## config.mk

```make
export PLATFORM = sky130hd
export DESIGN_NAME = timer_and_interrupt_unit_flat
export DESIGN_NICKNAME = d
export VERILOG_FILES = /design/src/design/tiu_pkg.sv /design/src/design/tiu_channels.sv /design/src/design/tiu_core.sv /design/src/design/timer_and_interrupt_unit.sv /design/src/flat_wrapper.sv
export SDC_FILE = /design/constraint.sdc
export NUM_CORES = 1
export LEC_CHECK = 0
export BUFFER_PORTS_ARGS = -buffer_cell sky130_fd_sc_hd__buf_2
export CAP_MARGIN = 40
export CORE_MARGIN = 2
export CORE_UTILIZATION = 55
export CTS_CLUSTER_SIZE = 14
export DETAILED_ROUTE_END_ITERATION = 10
export PLACE_DENSITY_LB_ADDON = 0.05
export SYNTH_ARGS = -nofsm -noshare
export SYNTH_HDL_FRONTEND = slang
export SYNTH_SLANG_ARGS = --single-unit
```

## constraint.sdc

```tcl
create_clock -name clock -period 15.7 [get_ports clock]
set_input_delay 0.785 -clock clock [delete_from_list [all_inputs] [get_ports clock]]
set_output_delay 0.785 -clock clock [all_outputs]
set_load 0.01 [all_outputs]
```

## src/design/tiu_pkg.sv

```systemverilog
// Package for the timer and interrupt unit.
// Holds the item types, command and register codes, timing constants and helpers.
// No dependencies.
package tiu_pkg;

   typedef enum logic [1:0] {
      CMD_STEP  = 2'd0,
      CMD_WRITE = 2'd1,
      CMD_READ  = 2'd2
   } cmd_type;

   localparam logic [2:0] REG_DIV  = 3'd0;
   localparam logic [2:0] REG_TIMA = 3'd1;
   localparam logic [2:0] REG_TMA  = 3'd2;
   localparam logic [2:0] REG_TAC  = 3'd3;
   localparam logic [2:0] REG_IF   = 3'd4;
   localparam logic [2:0] REG_IE   = 3'd5;

   localparam logic [15:0] DIV_PERIOD     = 16'd256;
   localparam logic [15:0] TIMER_PER_1024 = 16'd1024;
   localparam logic [15:0] TIMER_PER_16   = 16'd16;
   localparam logic [15:0] TIMER_PER_64   = 16'd64;
   localparam logic [15:0] TIMER_PER_256  = 16'd256;
   localparam logic [15:0] DISPATCH_CYCLES = 16'd20;
   localparam logic [7:0]  TIMA_MAX       = 8'hFF;
   localparam logic [6:0]  VECTOR_BASE    = 7'h40;
   localparam logic [2:0]  TIMER_SOURCE   = 3'd2;

   typedef struct packed {
      logic [1:0] cmd;
      logic [2:0] reg_sel;
      logic [7:0] wdata;
      logic [7:0] elapsed_cycles;
      logic       master_enable;
      logic [4:0] external_requests;
   } req_item_type;

   typedef struct packed {
      logic [7:0] rdata;
      logic       taken;
      logic [6:0] vector;
      logic       wake;
      logic       timer_overflowed;
   } rsp_item_type;

   function automatic logic [15:0] sat_add16(input logic [15:0] a, input logic [15:0] b);
      logic [16:0] sum;
      sum = {1'b0, a} + {1'b0, b};
      return sum[16] ? 16'hFFFF : sum[15:0];
   endfunction

   function automatic logic [15:0] timer_period(input logic [1:0] sel);
      logic [15:0] per;
      case (sel)
         2'd0:    per = TIMER_PER_1024;
         2'd1:    per = TIMER_PER_16;
         2'd2:    per = TIMER_PER_64;
         default: per = TIMER_PER_256;
      endcase
      return per;
   endfunction

endpackage

```

## src/design/tiu_channels.sv

```systemverilog
// Handshake channel interfaces for the timer and interrupt unit.
// One interface for request words and one for response words; no dependencies.
interface tiu_req_if;
   logic       valid;
   logic       ready;
   logic [1:0] cmd;
   logic [2:0] reg_sel;
   logic [7:0] wdata;
   logic [7:0] elapsed_cycles;
   logic       master_enable;
   logic [4:0] external_requests;

   modport source (output valid, output cmd, output reg_sel, output wdata,
                   output elapsed_cycles, output master_enable,
                   output external_requests, input ready);
   modport sink (input valid, input cmd, input reg_sel, input wdata,
                 input elapsed_cycles, input master_enable,
                 input external_requests, output ready);
endinterface

interface tiu_rsp_if;
   logic       valid;
   logic       ready;
   logic [7:0] rdata;
   logic       taken;
   logic [6:0] vector;
   logic       wake;
   logic       timer_overflowed;

   modport source (output valid, output rdata, output taken, output vector,
                   output wake, output timer_overflowed, input ready);
   modport sink (input valid, input rdata, input taken, input vector,
                 input wake, input timer_overflowed, output ready);
endinterface

```

## src/design/tiu_core.sv

```systemverilog
// Register file and update logic of the timer and interrupt unit.
// Holds DIV, TIMA, TMA, TAC, IF, IE and the cycle counters; uses tiu_pkg.
module tiu_core
   import tiu_pkg::*;
(
   input  logic         clock,
   input  logic         reset,
   input  logic         fire,
   input  req_item_type item,
   output rsp_item_type result
);

   logic [7:0]  divider_ff, divider_in;
   logic [7:0]  timer_count_ff, timer_count_in;
   logic [7:0]  timer_modulo_ff, timer_modulo_in;
   logic [2:0]  timer_control_ff, timer_control_in;
   logic [4:0]  interrupt_flags_ff, interrupt_flags_in;
   logic [7:0]  interrupt_enables_ff, interrupt_enables_in;
   logic [15:0] divider_cycles_ff, divider_cycles_in;
   logic [15:0] timer_cycles_ff, timer_cycles_in;

   logic [15:0] period;
   logic [4:0]  pending;
   logic [2:0]  source;

   always_comb begin
      divider_in           = divider_ff;
      timer_count_in       = timer_count_ff;
      timer_modulo_in      = timer_modulo_ff;
      timer_control_in     = timer_control_ff;
      interrupt_flags_in   = interrupt_flags_ff;
      interrupt_enables_in = interrupt_enables_ff;
      divider_cycles_in    = divider_cycles_ff;
      timer_cycles_in      = timer_cycles_ff;
      result               = '0;
      period               = timer_period(timer_control_ff[1:0]);
      pending              = '0;
      source               = '0;

      unique case (item.cmd)
         CMD_STEP: begin
            interrupt_flags_in = interrupt_flags_ff | item.external_requests;
            divider_cycles_in  = sat_add16(divider_cycles_ff, {8'd0, item.elapsed_cycles});
            timer_cycles_in    = sat_add16(timer_cycles_ff, {8'd0, item.elapsed_cycles});
            if (divider_cycles_in >= DIV_PERIOD) begin
               divider_in        = divider_ff + 8'd1;
               divider_cycles_in = divider_cycles_in - DIV_PERIOD;
            end
            if (timer_control_ff[2] && (timer_cycles_in >= period)) begin
               if (timer_count_ff == TIMA_MAX) begin
                  timer_count_in                   = timer_modulo_ff;
                  interrupt_flags_in[TIMER_SOURCE] = 1'b1;
                  result.timer_overflowed          = 1'b1;
               end else begin
                  timer_count_in = timer_count_ff + 8'd1;
               end
               timer_cycles_in = timer_cycles_in - period;
            end
            pending     = interrupt_enables_ff[4:0] & interrupt_flags_in;
            result.wake = |pending;
            for (int k = 4; k >= 0; k--) begin
               if (pending[k]) begin
                  source = 3'(k);
               end
            end
            if (item.master_enable && (|pending)) begin
               interrupt_flags_in[source] = 1'b0;
               result.taken               = 1'b1;
               result.vector              = VECTOR_BASE + {1'b0, source, 3'b000};
               divider_cycles_in          = sat_add16(divider_cycles_in, DISPATCH_CYCLES);
               timer_cycles_in            = sat_add16(timer_cycles_in, DISPATCH_CYCLES);
            end
         end
         CMD_WRITE: begin
            unique case (item.reg_sel)
               REG_DIV:  divider_in           = '0;
               REG_TIMA: timer_count_in       = item.wdata;
               REG_TMA:  timer_modulo_in      = item.wdata;
               REG_TAC:  timer_control_in     = item.wdata[2:0];
               REG_IF:   interrupt_flags_in   = item.wdata[4:0];
               REG_IE:   interrupt_enables_in = item.wdata;
               default: ;
            endcase
            result.wake = |(interrupt_enables_in[4:0] & interrupt_flags_in);
         end
         CMD_READ: begin
            unique case (item.reg_sel)
               REG_DIV:  result.rdata = divider_ff;
               REG_TIMA: result.rdata = timer_count_ff;
               REG_TMA:  result.rdata = timer_modulo_ff;
               REG_TAC:  result.rdata = {5'd0, timer_control_ff};
               REG_IF:   result.rdata = {3'd0, interrupt_flags_ff};
               REG_IE:   result.rdata = interrupt_enables_ff;
               default:  result.rdata = '0;
            endcase
            result.wake = |(interrupt_enables_ff[4:0] & interrupt_flags_ff);
         end
         default: begin
            result.wake = |(interrupt_enables_ff[4:0] & interrupt_flags_ff);
         end
      endcase
   end

   always_ff @(posedge clock) begin
      if (reset) begin
         divider_ff           <= '0;
         timer_count_ff       <= '0;
         timer_modulo_ff      <= '0;
         timer_control_ff     <= '0;
         interrupt_flags_ff   <= '0;
         interrupt_enables_ff <= '0;
         divider_cycles_ff    <= '0;
         timer_cycles_ff      <= '0;
      end else if (fire) begin
         divider_ff           <= divider_in;
         timer_count_ff       <= timer_count_in;
         timer_modulo_ff      <= timer_modulo_in;
         timer_control_ff     <= timer_control_in;
         interrupt_flags_ff   <= interrupt_flags_in;
         interrupt_enables_ff <= interrupt_enables_in;
         divider_cycles_ff    <= divider_cycles_in;
         timer_cycles_ff      <= timer_cycles_in;
      end
   end

`ifndef SYNTHESIS
   a_taken_needs_wake: assert property (@(posedge clock) disable iff (reset)
      fire && result.taken |-> result.wake)
      else $error("interrupt dispatched without a pending enabled source");

   a_overflow_reloads: assert property (@(posedge clock) disable iff (reset)
      fire && result.timer_overflowed |=> timer_count_ff == $past(timer_modulo_ff))
      else $error("timer overflow did not reload the modulo value");

   a_rdata_only_on_read: assert property (@(posedge clock) disable iff (reset)
      fire && (item.cmd != CMD_READ) |-> result.rdata == 8'd0)
      else $error("read data driven on a non-read command");
`endif

endmodule

```

## src/design/timer_and_interrupt_unit.sv

```systemverilog
// Timer and interrupt unit: one response word per request word.
// A request word is registered in the input stage, then its response word is registered in the output stage.
// Throughput is one word per cycle while the response channel does not stall.
// Synchronous active-high reset clears the unit's state and the valid flags of both stages.
// Uses tiu_pkg, tiu_req_if, tiu_rsp_if and tiu_core.
module timer_and_interrupt_unit
   import tiu_pkg::*;
(
   input  logic  clock,
   input  logic  reset,
   tiu_req_if.sink   req_ch,
   tiu_rsp_if.source rsp_ch
);

   logic         in_valid_ff;
   req_item_type in_item_ff;
   logic         out_valid_ff;
   rsp_item_type out_item_ff;
   rsp_item_type core_result;
   logic         advance;

   assign advance      = in_valid_ff && (!out_valid_ff || rsp_ch.ready);
   assign req_ch.ready = !in_valid_ff || advance;

   always_ff @(posedge clock) begin
      if (reset) begin
         in_valid_ff <= 1'b0;
      end else if (req_ch.ready) begin
         in_valid_ff <= req_ch.valid;
      end
   end

   always_ff @(posedge clock) begin
      if (req_ch.ready && req_ch.valid) begin
         in_item_ff.cmd               <= req_ch.cmd;
         in_item_ff.reg_sel           <= req_ch.reg_sel;
         in_item_ff.wdata             <= req_ch.wdata;
         in_item_ff.elapsed_cycles    <= req_ch.elapsed_cycles;
         in_item_ff.master_enable     <= req_ch.master_enable;
         in_item_ff.external_requests <= req_ch.external_requests;
      end
   end

   tiu_core u_core (
      .clock  (clock),
      .reset  (reset),
      .fire   (advance),
      .item   (in_item_ff),
      .result (core_result)
   );

   always_ff @(posedge clock) begin
      if (reset) begin
         out_valid_ff <= 1'b0;
      end else if (advance) begin
         out_valid_ff <= 1'b1;
      end else if (rsp_ch.ready) begin
         out_valid_ff <= 1'b0;
      end
   end

   always_ff @(posedge clock) begin
      if (advance) begin
         out_item_ff <= core_result;
      end
   end

   assign rsp_ch.valid            = out_valid_ff;
   assign rsp_ch.rdata            = out_item_ff.rdata;
   assign rsp_ch.taken            = out_item_ff.taken;
   assign rsp_ch.vector           = out_item_ff.vector;
   assign rsp_ch.wake             = out_item_ff.wake;
   assign rsp_ch.timer_overflowed = out_item_ff.timer_overflowed;

endmodule
```

## src/flat_wrapper.sv

```systemverilog
// flat-port wrapper written by rule: the top's interface ports become plain ports
module timer_and_interrupt_unit_flat import tiu_pkg::*;
  (clock, reset, req_ch_valid, req_ch_cmd, req_ch_reg_sel, req_ch_wdata, req_ch_elapsed_cycles, req_ch_master_enable, req_ch_external_requests, req_ch_ready, rsp_ch_valid, rsp_ch_rdata, rsp_ch_taken, rsp_ch_vector, rsp_ch_wake, rsp_ch_timer_overflowed, rsp_ch_ready);
  tiu_req_if req_ch_i ();
  tiu_rsp_if rsp_ch_i ();
  input  logic clock;
  input  logic reset;
  input wire logic [$bits(req_ch_i.valid)-1:0] req_ch_valid;
  input wire logic [$bits(req_ch_i.cmd)-1:0] req_ch_cmd;
  input wire logic [$bits(req_ch_i.reg_sel)-1:0] req_ch_reg_sel;
  input wire logic [$bits(req_ch_i.wdata)-1:0] req_ch_wdata;
  input wire logic [$bits(req_ch_i.elapsed_cycles)-1:0] req_ch_elapsed_cycles;
  input wire logic [$bits(req_ch_i.master_enable)-1:0] req_ch_master_enable;
  input wire logic [$bits(req_ch_i.external_requests)-1:0] req_ch_external_requests;
  output wire logic [$bits(req_ch_i.ready)-1:0] req_ch_ready;
  output wire logic [$bits(rsp_ch_i.valid)-1:0] rsp_ch_valid;
  output wire logic [$bits(rsp_ch_i.rdata)-1:0] rsp_ch_rdata;
  output wire logic [$bits(rsp_ch_i.taken)-1:0] rsp_ch_taken;
  output wire logic [$bits(rsp_ch_i.vector)-1:0] rsp_ch_vector;
  output wire logic [$bits(rsp_ch_i.wake)-1:0] rsp_ch_wake;
  output wire logic [$bits(rsp_ch_i.timer_overflowed)-1:0] rsp_ch_timer_overflowed;
  input wire logic [$bits(rsp_ch_i.ready)-1:0] rsp_ch_ready;
  assign req_ch_i.valid = req_ch_valid;
  assign req_ch_i.cmd = req_ch_cmd;
  assign req_ch_i.reg_sel = req_ch_reg_sel;
  assign req_ch_i.wdata = req_ch_wdata;
  assign req_ch_i.elapsed_cycles = req_ch_elapsed_cycles;
  assign req_ch_i.master_enable = req_ch_master_enable;
  assign req_ch_i.external_requests = req_ch_external_requests;
  assign req_ch_ready = req_ch_i.ready;
  assign rsp_ch_valid = rsp_ch_i.valid;
  assign rsp_ch_rdata = rsp_ch_i.rdata;
  assign rsp_ch_taken = rsp_ch_i.taken;
  assign rsp_ch_vector = rsp_ch_i.vector;
  assign rsp_ch_wake = rsp_ch_i.wake;
  assign rsp_ch_timer_overflowed = rsp_ch_i.timer_overflowed;
  assign rsp_ch_i.ready = rsp_ch_ready;
  timer_and_interrupt_unit u_core (.clock(clock), .reset(reset), .req_ch(req_ch_i), .rsp_ch(rsp_ch_i));
endmodule
```

==> flow_summary_export.csv <==
group,metric,value,unit
outcome,outcome,"finished clean",
synth,synthArstFlopShare,0,%
die,die_height,127,um
clock_network,clk_latency,420,ps
placement,gp_congestion,0.900,
cells_and_area,areaGrowthSynthToFinish,11.6,%
timing,slew_viol_final,0,
synth,synth_xor_area_share,5.73,%
synth,yosysTopAreaCell,"dfxtp_1",
setup_path,cp_max_fo,12,
timing,min_period,5830,ps
power,power,0.000867,W
power,ir_drop,0.0000880,V
clock_network,postCtsHoldBufs,0,
power,pwr_density_cell,94.1,nW/um^2
synth,synth.cells.most_frequent,"nor2_1 (149), dfxtp_1 (74), nand2_1 (69), a21oi_1 (65), o21ai_0 (45)",
cells_and_area,drive_above_1_share,12.8,%
synth,netlist_instances,980,
die,row_count,44,
synth,muxShareOfSynthArea,5.96,%
timing,slew_headroom,40.5,%
detailed_routing,via_per_inst,6.43,
synth,syn_avg_cell_area,8.43,sq um
clock_network,clk_pin_slew,60,ps
setup_path,worstPathArrival,6140,ps
placement,hpwlAfterDp,16.0,mm
timing,hold_slack,489,ps
placement,port-buffer-count,47,
clock_network,numCtsBuffers,17,
setup_path,crit_type,"reg -> reg",
clock_network,cts_resized,0,
clock_network,post_cts_buffers,0,
synth,synth_fa_ha_area_share,4.88,%
grt,grt_start_max_net_pins,72,
clock_network,htree_levels,4,
timing,setup_ws,9870,ps
placement,dpl_worst_slack,9940,ps
synth,synth.most_common_cell,"nor2_1",
setup_path,cp-start-kind,"register",
run,maxCapViolations,0,
detailed_routing,antenna_left,0,
synth,synth.distinct_cells,94,
detailed_routing,drtIter0Drc,601,
cells_and_area,n_antenna_cell,0,
grt,grt_use_total,28.8,%
setup_path,required,16010,ps
synth,netlist_area,8260,sq um
die,die_x,127,um
timing,setup_tns,0,ps
synth,synth_edf_count,42,
cells_and_area,fin_util,63.2,%
timing,finalSetupViolCount,0,
setup_path,end_kind,"register",
detailed_routing,wirelength,22.8,mm
synth,synth_compound_gate_area_share,24.3,%
clock_network,clockRootBuffer,"clkbuf_16",
grt,antenna_found_initial,0,
synth,synth_flop_cell,"dfxtp_1",
die,core-area,14600,sq um
timing,skew,8.95,ps
worst_hold_path,hold_class,"reg -> reg",
die,initial_core_util,56.6,%
detailed_routing,drt-pass1-iter-count,5,
grt,grt_first_pass_wirelength,36.9,mm
die,io_pins,51,
timing,grt_setup_unrepaired,"false",
synth,synth_simple_gate_area_share,22.0,%
cells_and_area,n_fill_cell,1278,
synth,synth.yosys.seq_area_share,33.2,%
power,leakage,3.53,nW
detailed_routing,vias,7743,
timing,hold_viol_final,0,
cells_and_area,fin_nets,1070,
synth,yosys_warnings,0,
synth,netlist.area_leader.share,17.9,%
clock_network,clk_path_buf_depth,2,
timing,final.period_utilization,37.2,%
synth,synth_top_family_by_area,"compound AO/OA/AOI/OAI gates",
synth,ys_top_cells_by_area,"dfxtp_1 (18%), edfxtp_1 (15%), nor2_1 (6.8%)",
timing,tightestPinTransition,889,ps
synth,ys_ff_latch,116,
timing,max_freq,171,MHz
die,die-area,16000,sq um
detailed_routing,routedWlPerCell,18.9,um
clock_network,cts_tree,"yes",
detailed_routing,drc_errors,0,
grt,grt_pass1_vias,7138,
clock_network,clkSinkCount,116,
grt,gr-total-overflow,0,
==> layout by cell type (no fill, tap or decap), types with 19 or more instances in the layout <==
cell,n
mux2i_1,39
dfxtp_1,74
nand2_1,69
nand3_1,25
edfxtp_1,42
xor2_1,24
ha_1,29
nor2_1,148
clkbuf_16,19
a21oi_1,65
xnor2_1,30
o21ai_0,45
nor3_1,20
inv_1,26
buf_2,48
a211oi_1,23
==> metrics by stage <==
step | instance area [sq um] | cells
final | 9210 | 1205
after global routing | 9210 | 1205
after CTS | 9210 | 1205
after detailed placement | 8600 | 1173
after global placement | 8580 | 1171
after floorplan | 8260 | 982
==> worst paths after layout <==
| kind | startpoint | endpoint | slack (ps) | cells after the start |
|---|---|---|---|---|
| max | u_core.in_item_ff[11] | u_core.u_core.timer_cycles_ff[13] | 9870 | 17 |
| min reg2reg | u_core.u_core.interrupt_enables_ff[5] | u_core.u_core.interrupt_enables_ff[5] | 490 | 2 |
| max reg2reg | u_core.in_item_ff[11] | u_core.u_core.timer_cycles_ff[13] | 9870 | 17 |
| min | u_core.u_core.interrupt_enables_ff[5] | u_core.u_core.interrupt_enables_ff[5] | 490 | 2 |
==> per-layer routing <==
layer	vias to the layer above	GRT usage (%)	wire, um
met4	0	12.3	691
met3	54	5.53	1410
met5	-	0	0
met2	310	45.2	10400
li1	3711	-	-
met1	3668	39.0	10300
==> worst max-delay path: stages, from the launching register on <==
cell and delay [ps]:
edfxtp_1 410, ha_1 490, nand2_1 130, o311a_4 430, or2_1 320, or3_1 340
mux2_2 310, ha_1 210, or2_2 270, mux2i_1 370, o211ai_2 200, o31ai_2 210
buf_4 240, mux2i_1 270, or3b_1 470, or4_1 510, and4b_1 200, or3_1 330
==> kinds of logic (layout without fill, tap and decap cells) <==
| family | after synthesis | in the layout |
|---|---|---|
| other cells | 1 | 3 |
| fa+ha+maj | 31 | 31 |
| compound gates | 279 | 279 |
| mux | 46 | 46 |
| buf+inv | 77 | 116 |
| simple gates | 376 | 376 |
| xor+xnor | 54 | 54 |
| flops | 116 | 116 |
==> power breakdown <==
| part | internal (W) | switching [W] |
|---|---|---|
| Combinational | 0.0000470 | 0.0000746 |
| Clock | 0.000256 | 0.000154 |
| Sequential | 0.000322 | 0.0000138 |
==> cell type report <==
type,count,area (sq um),area share (%)
clock buffers,21,483,5.24
clock inverters,11,135,1.47
inverters,27,101,1.10
multi-input cells,789,5210,56.5
flip-flops and latches,116,2740,29.8
well taps,184,230,2.50
repair buffers,57,315,3.42
==> registers in the layout, indices dropped and copies added, names as in the netlist, 3 cells and up <==
signal,flops
u_core.rsp_ch.vector,4
u_core.u_core.divider_ff,8
u_core.rsp_ch.rdata,8
u_core.in_item_ff,27
u_core.u_core.interrupt_flags_ff,5
u_core.u_core.timer_control_ff,3
u_core.u_core.timer_count_ff,8
u_core.u_core.divider_cycles_ff,16
u_core.u_core.timer_cycles_ff,16
u_core.u_core.interrupt_enables_ff,8
u_core.u_core.timer_modulo_ff,8
(Power assumes the default switching activity.)
